File: src/sv/scmb_pkg.sv
// Shared types, constants and companding functions for the soft-clip mu-law block.
package scmb_pkg;

	localparam int SampleW = 24;
	localparam int GainW = 16;
	localparam int ProdW = SampleW + GainW;
	localparam int MagW = 22;
	localparam int X2W = 24;
	localparam int NumW = 48;
	localparam int DenW = 27;
	localparam int QuotW = 24;
	localparam int YW = 21;
	localparam int PcmW = 16;
	localparam int QDepth = 4;
	localparam int QPtrW = $clog2(QDepth);
	localparam int AddrW = 4;

	localparam logic [AddrW-1:0] AddrGain = 4'd0;
	localparam logic [AddrW-1:0] AddrBypass = 4'd4;
	localparam logic [AddrW-1:0] AddrGainSel = 4'd8;

	localparam logic [GainW-1:0] GainReset = 16'd4096;
	localparam logic [ProdW-1:0] ClipLimit = 40'd3 << 35;
	localparam logic [DenW-1:0] K27 = 27'd27 << 20;
	localparam logic [YW-1:0] YOne = 21'd1 << 20;
	localparam logic [14:0] PcmScale = 15'd32767;
	localparam logic [13:0] UlawClip = 14'd8159;
	localparam logic [13:0] UlawBiasQ = 14'd33;
	localparam logic [8:0] UlawBias = 9'h084;
	localparam logic [7:0] MaskNeg = 8'h7f;
	localparam logic [7:0] MaskPos = 8'hff;
	localparam logic [7:0] SegTop = 8'h7f;
	localparam logic [3:0] MantMask = 4'h0f;

	typedef struct packed {
		logic bypass;
		logic neg;
		logic clip;
		logic [MagW-1:0] mag;
		logic [SampleW-1:0] raw;
	} scmb_job_t;

	function automatic logic [7:0] ulaw_encode(input logic signed [PcmW-1:0] pcm);
		logic signed [13:0] v;
		logic [13:0] a;
		logic [7:0] mask;
		logic [3:0] seg;
		logic [3:0] mant;
		logic [7:0] code;
		v = pcm[PcmW-1:2];
		if (v < 0) begin
			a = 14'(-v);
			mask = MaskNeg;
		end else begin
			a = v;
			mask = MaskPos;
		end
		if (a > UlawClip) a = UlawClip;
		a = a + UlawBiasQ;
		seg = 4'd8;
		for (int i = 7; i >= 0; i--) begin
			if (a <= 14'((14'h40 << i) - 14'd1)) seg = 4'(i);
		end
		mant = 4'((a >> (seg + 4'd1)) & 14'(MantMask));
		if (seg == 4'd8) code = SegTop ^ mask;
		else code = {1'b0, seg[2:0], mant} ^ mask;
		return code;
	endfunction

	function automatic logic signed [PcmW-1:0] ulaw_decode(input logic [7:0] code);
		logic [7:0] u;
		logic [15:0] t;
		u = ~code;
		t = 16'({5'd0, u[3:0], 3'd0} + 16'(UlawBias));
		t = t << u[6:4];
		if (u[7]) return PcmW'(16'(UlawBias) - t);
		return PcmW'(t - 16'(UlawBias));
	endfunction

endpackage

File: src/sv/scmb_if.sv
// Input and output stream interfaces.
interface scmb_in_if;
	logic valid;
	logic ready;
	logic [scmb_pkg::SampleW-1:0] sample_in;
	logic [scmb_pkg::GainW-1:0] sample_gain;
	modport source(output valid, output sample_in, output sample_gain, input ready);
	modport sink(input valid, input sample_in, input sample_gain, output ready);
endinterface

interface scmb_out_if;
	logic valid;
	logic ready;
	logic [scmb_pkg::SampleW-1:0] sample_out;
	modport source(output valid, output sample_out, input ready);
	modport sink(input valid, input sample_out, output ready);
endinterface

File: src/sv/softclip_mulaw_bitcrush.sv
// Top level: configuration registers, front end, job queue and back end.
//
//  channel  dir  payload                         handshake
//  din      in   sample_in[23:0], sample_gain    valid/ready
//  dout     out  sample_out[23:0]                valid/ready
//  apb      in   gain @0x0, bypass @0x4, gsel @0x8
//
// A computed item passes through pop, square, numerator, the 24-step serial divider,
// scale and output; a clipped item goes from pop to scale, a bypassed one to output.
// The front accepts while the four-entry queue has room, so input and output stall apart.
// Reset clears control state and loads the register defaults.
module softclip_mulaw_bitcrush (
	input logic clk,
	input logic arst_n,
	input logic psel,
	input logic penable,
	input logic pwrite,
	input logic [scmb_pkg::AddrW-1:0] paddr,
	input logic [31:0] pwdata,
	output logic [31:0] prdata,
	output logic pready,
	scmb_in_if.sink din,
	scmb_out_if.source dout
);
	logic [scmb_pkg::GainW-1:0] gain_q;
	logic bypass_q;
	logic gsel_q;
	logic q_full, q_empty, q_push, q_pop;
	scmb_pkg::scmb_job_t wjob, rjob;

	assign pready = 1'b1;

	always_comb begin
		case (paddr)
			scmb_pkg::AddrGain: prdata = {{16{gain_q[15]}}, gain_q};
			scmb_pkg::AddrBypass: prdata = {31'd0, bypass_q};
			scmb_pkg::AddrGainSel: prdata = {31'd0, gsel_q};
			default: prdata = '0;
		endcase
	end

	always_ff @(posedge clk or negedge arst_n) begin
		if (!arst_n) begin
			gain_q <= scmb_pkg::GainReset;
			bypass_q <= 1'b0;
			gsel_q <= 1'b0;
		end else if (psel && penable && pwrite && pready) begin
			case (paddr)
				scmb_pkg::AddrGain: gain_q <= pwdata[15:0];
				scmb_pkg::AddrBypass: bypass_q <= pwdata[0];
				scmb_pkg::AddrGainSel: gsel_q <= pwdata[0];
				default: ;
			endcase
		end
	end

	scmb_front u_front (
		.din(din),
		.gain(gain_q),
		.bypass(bypass_q),
		.gain_sel(gsel_q),
		.q_full(q_full),
		.q_push(q_push),
		.q_job(wjob)
	);

	scmb_queue u_queue (
		.clk(clk),
		.arst_n(arst_n),
		.push(q_push),
		.wdata(wjob),
		.pop(q_pop),
		.rdata(rjob),
		.full(q_full),
		.empty(q_empty)
	);

	scmb_back u_back (
		.clk(clk),
		.arst_n(arst_n),
		.q_empty(q_empty),
		.q_job(rjob),
		.q_pop(q_pop),
		.dout(dout)
	);
endmodule

File: src/sv/scmb_front.sv
// Front end: accept items, apply gain and classify into jobs.
module scmb_front (
	scmb_in_if.sink din,
	input logic [scmb_pkg::GainW-1:0] gain,
	input logic bypass,
	input logic gain_sel,
	input logic q_full,
	output logic q_push,
	output scmb_pkg::scmb_job_t q_job
);
	logic signed [scmb_pkg::GainW-1:0] g;
	logic signed [scmb_pkg::ProdW-1:0] p;
	logic [scmb_pkg::ProdW-1:0] ap;

	assign din.ready = !q_full;
	assign q_push = din.valid && !q_full;
	assign g = gain_sel ? din.sample_gain : gain;
	assign p = $signed(din.sample_in) * g;
	assign ap = p[scmb_pkg::ProdW-1] ? scmb_pkg::ProdW'(-p) : p;

	always_comb begin
		q_job.bypass = bypass;
		q_job.neg = p[scmb_pkg::ProdW-1];
		q_job.clip = ap > scmb_pkg::ClipLimit;
		q_job.mag = ap[15 +: scmb_pkg::MagW];
		q_job.raw = din.sample_in;
	end
endmodule

File: src/sv/scmb_queue.sv
// Short job queue between front and back.
module scmb_queue (
	input logic clk,
	input logic arst_n,
	input logic push,
	input scmb_pkg::scmb_job_t wdata,
	input logic pop,
	output scmb_pkg::scmb_job_t rdata,
	output logic full,
	output logic empty
);
	scmb_pkg::scmb_job_t mem_q [scmb_pkg::QDepth];
	logic [scmb_pkg::QPtrW-1:0] wp_q, rp_q;
	logic [scmb_pkg::QPtrW:0] cnt_q;

	assign full = cnt_q == (scmb_pkg::QPtrW+1)'(scmb_pkg::QDepth);
	assign empty = cnt_q == '0;
	assign rdata = mem_q[rp_q];

	always_ff @(posedge clk) begin
		if (push) mem_q[wp_q] <= wdata;
	end

	always_ff @(posedge clk or negedge arst_n) begin
		if (!arst_n) begin
			wp_q <= '0;
			rp_q <= '0;
			cnt_q <= '0;
		end else begin
			if (push) wp_q <= wp_q + 1'b1;
			if (pop) rp_q <= rp_q + 1'b1;
			if (push && !pop) cnt_q <= cnt_q + 1'b1;
			else if (pop && !push) cnt_q <= cnt_q - 1'b1;
		end
	end
endmodule

File: src/sv/scmb_back.sv
// Back end: soft clip with serial divider, mu-law round trip, output register.
module scmb_back (
	input logic clk,
	input logic arst_n,
	input logic q_empty,
	input scmb_pkg::scmb_job_t q_job,
	output logic q_pop,
	scmb_out_if.source dout
);
	typedef enum logic [5:0] {
		S_IDLE = 6'b000001,
		S_SQ   = 6'b000010,
		S_NUM  = 6'b000100,
		S_DIV  = 6'b001000,
		S_PCM  = 6'b010000,
		S_OUT  = 6'b100000
	} state_t;

	state_t st_q;
	scmb_pkg::scmb_job_t job_q;
	logic [scmb_pkg::X2W-1:0] x2_q;
	logic [scmb_pkg::DenW-1:0] den_q;
	logic [scmb_pkg::DenW-1:0] rem_q;
	logic [scmb_pkg::QuotW-1:0] lo_q;
	logic [4:0] cnt_q;
	logic [scmb_pkg::PcmW-1:0] mag_q;
	logic out_v_q;
	logic [scmb_pkg::SampleW-1:0] out_d_q;

	logic [2*scmb_pkg::MagW-1:0] sq;
	logic [scmb_pkg::NumW-1:0] num;
	logic [scmb_pkg::DenW:0] trial;
	logic [scmb_pkg::YW-1:0] ysat;
	logic [scmb_pkg::YW+14:0] scaled;
	logic signed [scmb_pkg::PcmW-1:0] pcm;
	logic signed [scmb_pkg::PcmW-1:0] dec;
	logic out_free;

	assign sq = job_q.mag * job_q.mag;
	assign num = scmb_pkg::NumW'(job_q.mag)
		* scmb_pkg::NumW'(scmb_pkg::K27 + scmb_pkg::DenW'(x2_q));
	assign trial = {rem_q, lo_q[scmb_pkg::QuotW-1]};
	assign ysat = job_q.clip ? scmb_pkg::YOne
		: (lo_q > scmb_pkg::QuotW'(scmb_pkg::YOne)) ? scmb_pkg::YOne
		: lo_q[scmb_pkg::YW-1:0];
	assign scaled = ysat * scmb_pkg::PcmScale;
	assign pcm = job_q.neg ? scmb_pkg::PcmW'(-mag_q) : mag_q;
	assign dec = scmb_pkg::ulaw_decode(scmb_pkg::ulaw_encode(pcm));
	assign out_free = !out_v_q || dout.ready;
	assign q_pop = (st_q == S_IDLE) && !q_empty;
	assign dout.valid = out_v_q;
	assign dout.sample_out = out_d_q;

	always_ff @(posedge clk) begin
		case (st_q)
			S_IDLE: job_q <= q_job;
			S_SQ: x2_q <= sq[20 +: scmb_pkg::X2W];
			S_NUM: begin
				den_q <= scmb_pkg::K27 + scmb_pkg::DenW'(x2_q) * 27'd9;
				rem_q <= scmb_pkg::DenW'(num[scmb_pkg::NumW-1:scmb_pkg::QuotW]);
				lo_q <= num[scmb_pkg::QuotW-1:0];
			end
			S_DIV: begin
				if (trial >= {1'b0, den_q}) begin
					rem_q <= scmb_pkg::DenW'(trial - {1'b0, den_q});
					lo_q <= {lo_q[scmb_pkg::QuotW-2:0], 1'b1};
				end else begin
					rem_q <= trial[scmb_pkg::DenW-1:0];
					lo_q <= {lo_q[scmb_pkg::QuotW-2:0], 1'b0};
				end
			end
			S_PCM: mag_q <= scmb_pkg::PcmW'(scaled >> 20);
			S_OUT: if (out_free) begin
				out_d_q <= job_q.bypass ? job_q.raw : {dec, 8'd0};
			end
			default: ;
		endcase
	end

	always_ff @(posedge clk or negedge arst_n) begin
		if (!arst_n) begin
			st_q <= S_IDLE;
			cnt_q <= '0;
			out_v_q <= 1'b0;
		end else begin
			if ((st_q == S_OUT) && out_free) out_v_q <= 1'b1;
			else if (dout.ready) out_v_q <= 1'b0;
			case (st_q)
				S_IDLE: if (!q_empty) begin
					if (q_job.bypass) st_q <= S_OUT;
					else if (q_job.clip) st_q <= S_PCM;
					else st_q <= S_SQ;
				end
				S_SQ: st_q <= S_NUM;
				S_NUM: begin
					cnt_q <= '0;
					st_q <= S_DIV;
				end
				S_DIV: begin
					cnt_q <= cnt_q + 1'b1;
					if (cnt_q == 5'(scmb_pkg::QuotW - 1)) st_q <= S_PCM;
				end
				S_PCM: st_q <= S_OUT;
				S_OUT: if (out_free) begin
					st_q <= S_IDLE;
				end
				default: st_q <= S_IDLE;
			endcase
		end
	end
endmodule

File: src/flat_wrapper.sv
// flat-port wrapper written by rule: the top's interface ports become plain ports
module softclip_mulaw_bitcrush_flat 
  (clk, arst_n, psel, penable, pwrite, paddr, pwdata, prdata, pready, din_valid, din_sample_in, din_sample_gain, din_ready, dout_valid, dout_sample_out, dout_ready);
  scmb_in_if din_i ();
  scmb_out_if dout_i ();
  input logic clk;
  input logic arst_n;
  input logic psel;
  input logic penable;
  input logic pwrite;
  input logic [scmb_pkg::AddrW-1:0] paddr;
  input logic [31:0] pwdata;
  output logic [31:0] prdata;
  output logic pready;
  input wire logic [$bits(din_i.valid)-1:0] din_valid;
  input wire logic [$bits(din_i.sample_in)-1:0] din_sample_in;
  input wire logic [$bits(din_i.sample_gain)-1:0] din_sample_gain;
  output wire logic [$bits(din_i.ready)-1:0] din_ready;
  output wire logic [$bits(dout_i.valid)-1:0] dout_valid;
  output wire logic [$bits(dout_i.sample_out)-1:0] dout_sample_out;
  input wire logic [$bits(dout_i.ready)-1:0] dout_ready;
  assign din_i.valid = din_valid;
  assign din_i.sample_in = din_sample_in;
  assign din_i.sample_gain = din_sample_gain;
  assign din_ready = din_i.ready;
  assign dout_valid = dout_i.valid;
  assign dout_sample_out = dout_i.sample_out;
  assign dout_i.ready = dout_ready;
  softclip_mulaw_bitcrush u_core (.clk(clk), .arst_n(arst_n), .psel(psel), .penable(penable), .pwrite(pwrite), .paddr(paddr), .pwdata(pwdata), .prdata(prdata), .pready(pready), .din(din_i), .dout(dout_i));
endmodule
File: config.mk
export PLATFORM = sky130hd
export DESIGN_NAME = softclip_mulaw_bitcrush_flat
export DESIGN_NICKNAME = d
export VERILOG_FILES = /design/src/sv/scmb_pkg.sv /design/src/sv/scmb_if.sv /design/src/sv/softclip_mulaw_bitcrush.sv /design/src/sv/scmb_front.sv /design/src/sv/scmb_queue.sv /design/src/sv/scmb_back.sv /design/src/flat_wrapper.sv
export SDC_FILE = /design/constraint.sdc
export NUM_CORES = 2
export LEC_CHECK = 0
export BUFFER_PORTS_ARGS = -buffer_cell sky130_fd_sc_hd__buf_2
export CAP_MARGIN = 0
export CELL_PAD_IN_SITES_DETAIL_PLACEMENT = 0
export CELL_PAD_IN_SITES_GLOBAL_PLACEMENT = 1
export CORE_ASPECT_RATIO = 0.6
export CORE_MARGIN = 4
export CORE_UTILIZATION = 29
export CTS_BUF_LIST = sky130_fd_sc_hd__clkbuf_2
export DETAILED_ROUTE_END_ITERATION = 8
export GPL_TIMING_DRIVEN = 0
export PLACE_DENSITY = 0.5
export SYNTH_ARGS = -nofsm -noshare
export SYNTH_HDL_FRONTEND = slang
export SYNTH_HIERARCHICAL = 1
export SYNTH_SLANG_ARGS = --single-unit
File: constraint.sdc
create_clock -name clk -period 9.4 [get_ports clk]
set_clock_uncertainty 0.2 [all_clocks]
set_input_delay 0.47 -clock clk [delete_from_list [all_inputs] [get_ports clk]]
set_output_delay 0.47 -clock clk [all_outputs]
set_load 0.01 [all_outputs]
# == After elaboration in Yosys (flattened, before gate mapping) ==
# Memory sizes are Yosys's and may differ from the RTL's.
# Cells that the tools add are included.
# word_totals
regBits,228
latchBits,0
ram_bits,196
rom_bits,0
in_bits,83
output_inout_bits,59
wordCells,137
memories,1
# memory_table
name,depth,width,read_ports,rd_ports_with_merged_regs,wr,line_no,source
u_core.u_queue.mem_q,4,49,1,0,1,scmb_queue.sv:12,scmb_pkg::scmb_job_t mem_q [scmb_pkg::QDepth];
# classes
addsub,16
mul,5
n_div,0
n_lt_le_gt_ge,13
eq_ne,14
shifts,2
muxes,39
bitwise,3
n_reduce_logical,23
# op_table
op,n
32-bit case mux with 3 select lines,1
16-bit two-way mux,4
27-bit case mux with 2 select lines,1
22-bit by 26-bit multiplier with 48-bit output,1
24-bit case mux with 2 select lines,1
22-bit by 22-bit multiplier with 44-bit output,1
21-bit two-way mux,2
"40-bit by 37-bit > comparator with 1-bit output, second input constant",1
24-bit by 16-bit multiplier with 40-bit output,1
40-bit two-way mux,1
40-bit negator,1
"21-bit by 15-bit multiplier with 36-bit output, second input constant",1
6-bit case mux with 6 select lines,1
4-bit two-way mux,8
28-bit by 27-bit >= comparator with 1-bit output,1
14-bit two-way mux,2
"25-bit by 27-bit adder with 27-bit output, first input constant",1
"24-bit by 4-bit multiplier with 27-bit output, second input constant",1
27-bit two-way mux,1
27-bit subtractor,1
"25-bit by 24-bit adder with 26-bit output, first input constant",1
"24-bit by 21-bit > comparator with 1-bit output, second input constant",1
24-bit two-way mux,1
6-bit two-way mux,4
other kinds (50),76

# == Longest topological paths before layout ==
# logic_depth
ltp_word,27
mapped_depth,39
mapped_depth_nobuf,37

# == Modules after synthesis ==
# The synthesis kept the hierarchy.
# modules_own_cells
module,instances,cells_per_inst,area_per_inst_um2,seq_area_each_um2
scmb_back,1,5175,49022.0,6037.0
scmb_front,1,1893,15841.4,0.0
scmb_queue,1,291,7523.5,6060.8
softclip_mulaw_bitcrush,1,82,1032.2,451.7

# == Least setup slack after synthesis ==
# OpenSTA, ideal clock, no wires.
# synth_timing
kind,reg-to-reg
startpoint,register u_core/u_back/job_q[47] (netlist name)
endpoint,"register u_core.u_back.out_d_q (netlist bit u_core/u_back/dout.sample_out[19]), data pin"
setup_ns,0.152
t_arrival_ns,8.577
required_ns,9.048
slack_ns,0.471
stages_incl_launch_ff,39
path_buffers,5
synth_period_minus_slack_ns,8.929
path_cell_list,edfxtp_1 clkbuf_1 clkbuf_1 o21ai_0 xor2_1 ha_1 nor4b_1 mux2_2 o21ai_0 a31oi_1 xnor2_1 o221a_4 nor3_1 a31oi_1 and2_1 inv_1 ha_1 a31oi_1 [... 3 more ...] or3_4 a21oi_4 buf_2 ha_1 clkbuf_1 clkbuf_1 nor2_1 a211oi_1 nor3_1 a211oi_1 nand2_1 a21o_1 ha_1 nand2_1 a31oi_1 o31a_1 or3_1 a31oi_1
# synth_via
elab_chain_cells,26
elab_cells_between_ends,38
cone_classes,6 x add/sub; 10 x order compare; 1 x eq/ne; 2 x shift; 17 x mux; 2 x bitwise
# synth_rtl
element,line_no,source
"start, declared",scmb_back.sv:20,scmb_pkg::scmb_job_t job_q;
"start signal, assigned",scmb_back.sv:56,S_IDLE: job_q <= q_job;
16-bit two-way mux *,scmb_back.sv:47,assign pcm = job_q.neg ? scmb_pkg::PcmW'(-mag_q) : mag_q;
14-bit negator or 14-bit by 1-bit less-than comparator with 1-bit output (tied branches),"scmb_pkg.sv:52, scmb_pkg.sv:51",
14-bit two-way mux,scmb_pkg.sv:51,if (v < 0) begin
14-bit by 13-bit > comparator with 1-bit output,scmb_pkg.sv:58,if (a > UlawClip) a = UlawClip;
14-bit two-way mux,scmb_pkg.sv:58,
14-bit by 6-bit adder with 14-bit output,scmb_pkg.sv:59,a = a + UlawBiasQ;
14-bit by 13-bit <= comparator with 1-bit output,scmb_pkg.sv:62,if (a <= 14'((14'h40 << i) - 14'd1)) seg = 4'(i);
4-bit two-way mux (8 in series),scmb_pkg.sv:62,
[... 3 more ...],n/a,
8-bit two-way mux *,scmb_pkg.sv:65,if (seg == 4'd8) code = SegTop ^ mask;
8-bit inverter *,scmb_pkg.sv:73,u = ~code;
7-bit by 8-bit adder with 9-bit output,scmb_pkg.sv:74,"t = 16'({5'd0, u[3:0], 3'd0} + 16'(UlawBias));"
9-bit by 3-bit left shift with 16-bit output,scmb_pkg.sv:75,t = t << u[6:4];
8-bit by 16-bit subtractor with 16-bit output,scmb_pkg.sv:76,if (u[7]) return PcmW'(16'(UlawBias) - t);
16-bit two-way mux,scmb_pkg.sv:76,
16-bit two-way mux *,scmb_pkg.sv:77,return PcmW'(t - 16'(UlawBias));
24-bit two-way mux *,scmb_back.sv:74,"out_d_q <= job_q.bypass ? job_q.raw : {dec, 8'd0};"
"end signal, assigned",scmb_back.sv:74,
"end, declared",scmb_back.sv:28,logic [scmb_pkg::SampleW-1:0] out_d_q;
# Every way passes the cells marked *; elsewhere a longest branch is shown, timed or not. The select of a mux whose other input is x is not followed.
# A chain may end at the register's enable or synchronous reset.

==> flow_summary.ini <==
[status]
outcome = finished, final reports clean

[setup_path]
path_class = register to register
required_ns = 10.28
r2r_slack_ns = 0.31
path_max_fanout = 10
worstSetupStartpointType = register
endpoint_kind = register
crit_arrival_ns = 9.97

[routing]
drc = 0
avgViaCountPerCell = 4.747
drt-total-wl_mm = 254.0
dr_total_vias = 54123
routedWlPerCell_um = 22.28
drtIter0Drc = 4437
first_pass_iters = 8
ant_nets = 0

[grt]
grt_pass1_vias = 56097
grt-busiest-layer = met1
grt_max_degree = 50
grt_pass1_wl_mm = 380.5
grt_overflow = 0
grt.total_usage = 0.1958
antenna_found_initial = 28
globalRouteMet3Util = 0.03851
use_met2 = 0.2346
met1_usage = 0.3481

[final_layout]
drive_gt1_frac = 0.1325
area_growth_pct = 14.47
instances_no_fill = 11402
final.fill_count = 26067
layout.nets = 9960

[placed_design]
gp_congestion = 0.8932
io_buffers = 124
dp_hpwl_mm = 216.1
post-place-cells = 10964

[synthesis]
syn-instance-count = 7441
yosys_register_bits = 424
synth.distinct_cells = 119
yosysTopAreaCell = fa_1
syn_area_per_cell_um2 = 9.867
netlist_top_cells_count = inv_1, fa_1, nand2_1
ys_seq_area_frac = 0.1709
synth.net_count = 9491
synth_most_common_cell = inv_1
synthTopCellsByArea = fa_1, edfxtp_1, ha_1, inv_1, nand2_1
synth-edff-count = 387
yosys_warnings = 6
synth_top_cell_area_share = 0.3686
synth-main-ff-cell = edfxtp_1
synth-async-reset-ratio = 0.08726
synth_area_um2 = 73420

[floorplanning]
dieWidth_um = 657.6
ioPinCount = 142
dieArea_um2 = 261500
rows = 142
start_util = 0.2929
coreArea_um2 = 250700
die_h_um = 397.7

[clock_network]
clockRootBuffer = clkbuf_2
clock-sinks = 424
clkTransAtPathRegs_ns = 0.12
numCtsBuffers = 103
cts_tree = done
insertion_delay_ns = 1.29
cts.htree.levels = 3
clockBufferDepth = 3

[sta]
timing.fmax_mhz = 110.0
setup_viol = 0
maxSlewHeadroom = 0.2102
tightestPinTransition_ns = 1.185
setup_tns_ns = 0
drv_slew = 0
hold_violations = 0
fin_crit_sh = 0.9670
rsz0062_at_grt = yes
layout_min_cycle_time_ns = 9.089

[job]
max-cap-violations = 0

[worst_hold_path]
min_path_type = primary input to register
==> metal layers <==
layer	vias up	wire (µm)
met3	104	21490
met5	-	0
met4	0	1868
li1	24256	-
met2	1589	88560
met1	28174	142100
==> area by class of cell <==
cell class	instances	area, µm²	share of cell area
well taps	3384	4234	0.05038
plain buffers	317	2247	0.02674
inverters	1616	6090	0.07246
repair buffers	395	3147	0.03744
clock inverters	48	325.3	0.003871
flip-flops and latches	424	12550	0.1493
multi-input cells	5053	54680	0.6506
clock buffers	144	720.7	0.008575
diodes	21	52.55	0.0006253
==> flip-flops by register name, indices dropped and copies added, names as in the netlist <==
register,flops
u_core/bypass_q,1
u_core/gain_q,16
u_core/gsel_q,1
u_core/u_back/cnt_q,5
u_core/u_back/den_q,27
u_core/u_back/dout.sample_out,24
u_core/u_back/dout.valid,1
u_core/u_back/job_q,49
u_core/u_back/lo_q,24
u_core/u_back/mag_q,16
u_core/u_back/rem_q,27
u_core/u_back/st_q,6
u_core/u_back/x2_q,24
u_core/u_queue/cnt_q,3
u_core/u_queue/mem_q,196
u_core/u_queue/rp_q,2
u_core/u_queue/wp_q,2
==> cell families (layout without fill, tap and decap cells) <==
group	Yosys count	in the layout	share of synthesized area
and+or+nand+nor	2012	2012	0.1305
adders and majority gates	1967	1967	0.4735
buffers and inverters	1964	2520	0.1044
AOI/OAI and AO/OA	729	729	0.06769
DFF	424	424	0.1709
xor gates and xnor gates	228	228	0.02730
muxes	116	116	0.02560
other	1	22	0.00005108
==> final timing paths <==
kind / to / cells after the start / start
min reg2reg: u_core/u_back/job_q[34] / 1 / u_core/u_queue/mem_q[3][34]
max: u_core/u_queue/mem_q[3][46] / 27 / u_core/gsel_q
max reg2reg: u_core/u_queue/mem_q[3][46] / 27 / u_core/gsel_q
max in group asynchronous: u_core/u_back/st_q[0] / 5 / arst_n
min in group asynchronous: u_core/u_queue/cnt_q[1] / 5 / arst_n
min: u_core/gain_q[11] / 6 / paddr[2]
==> per-stage QoR <==
stage	instance area, µm²	hold WS (ns)	util	setup slack, ns
floorplan	73420	-0.02559	-	0.4710
global placement	78270	0.2919	0.3122	-3.359
detailed placement	78500	0.2890	0.3131	-2.866
CTS	82470	0.02862	0.3290	-0.03415
global route	84000	0.09180	0.3351	-0.04935
finish	84040	0.2812	0.3352	0.3106
==> what timing repair did <==
item                                   4_1_cts  5_1_grt
gates cloned                                 0        1
resized for setup                          368      406
pin swaps                                   25       65
hold buffers                               113        0
endpoints found under the hold margin      355        0
setup endpoints to repair                  155       36
setup buffers                               76       66
==> critical path, cell delays in order (launching register included) <==
cell       delay (ns)
dfrtp_1          0.40
buf_6            0.16
buf_8            0.18
mux2_4           0.37
clkbuf_8         0.21
nand2_1          0.14
inv_1            0.10
fa_2             0.64
inv_1            0.14
fa_1             0.50
inv_1            0.05
fa_1             0.48
fa_1             0.54
fa_1             0.50
inv_1            0.05
fa_1             0.58
inv_1            0.06
ha_1             0.47
nand2_1          0.15
a211oi_2         0.45
o2111ai_2        0.34
a21oi_1          0.35
mux2_2           0.40
or2_2            0.34
o31ai_2          0.30
xnor2_2          0.21
nand2_1          0.19
o21ai_4          0.35
==> layout by cell type (no fill, tap or decap), drive strengths merged, types with 22 or more instances in the layout <==
cell	instances
nand2b	34
xnor2	155
a211oi	24
nor2	259
a21oi	195
inv	1610
mux4	49
or3	33
or2	28
o211ai	33
edfxtp	387
xor2	73
nor4	32
a21o	54
dlygate4sd3	112
nor3	66
mux2	48
nor2b	51
buf	419
fa	1352
o31ai	22
ha	615
o21ai	149
clkbuf	325
and3	26
nand2	964
a31oi	28
o21a	35
o21bai	24
and2	406
clkinv	47
dfrtp	35
nand3	46
Power is not shown: default switching activity piles up to over one toggle a cycle in this logic, so the estimate is an artifact.
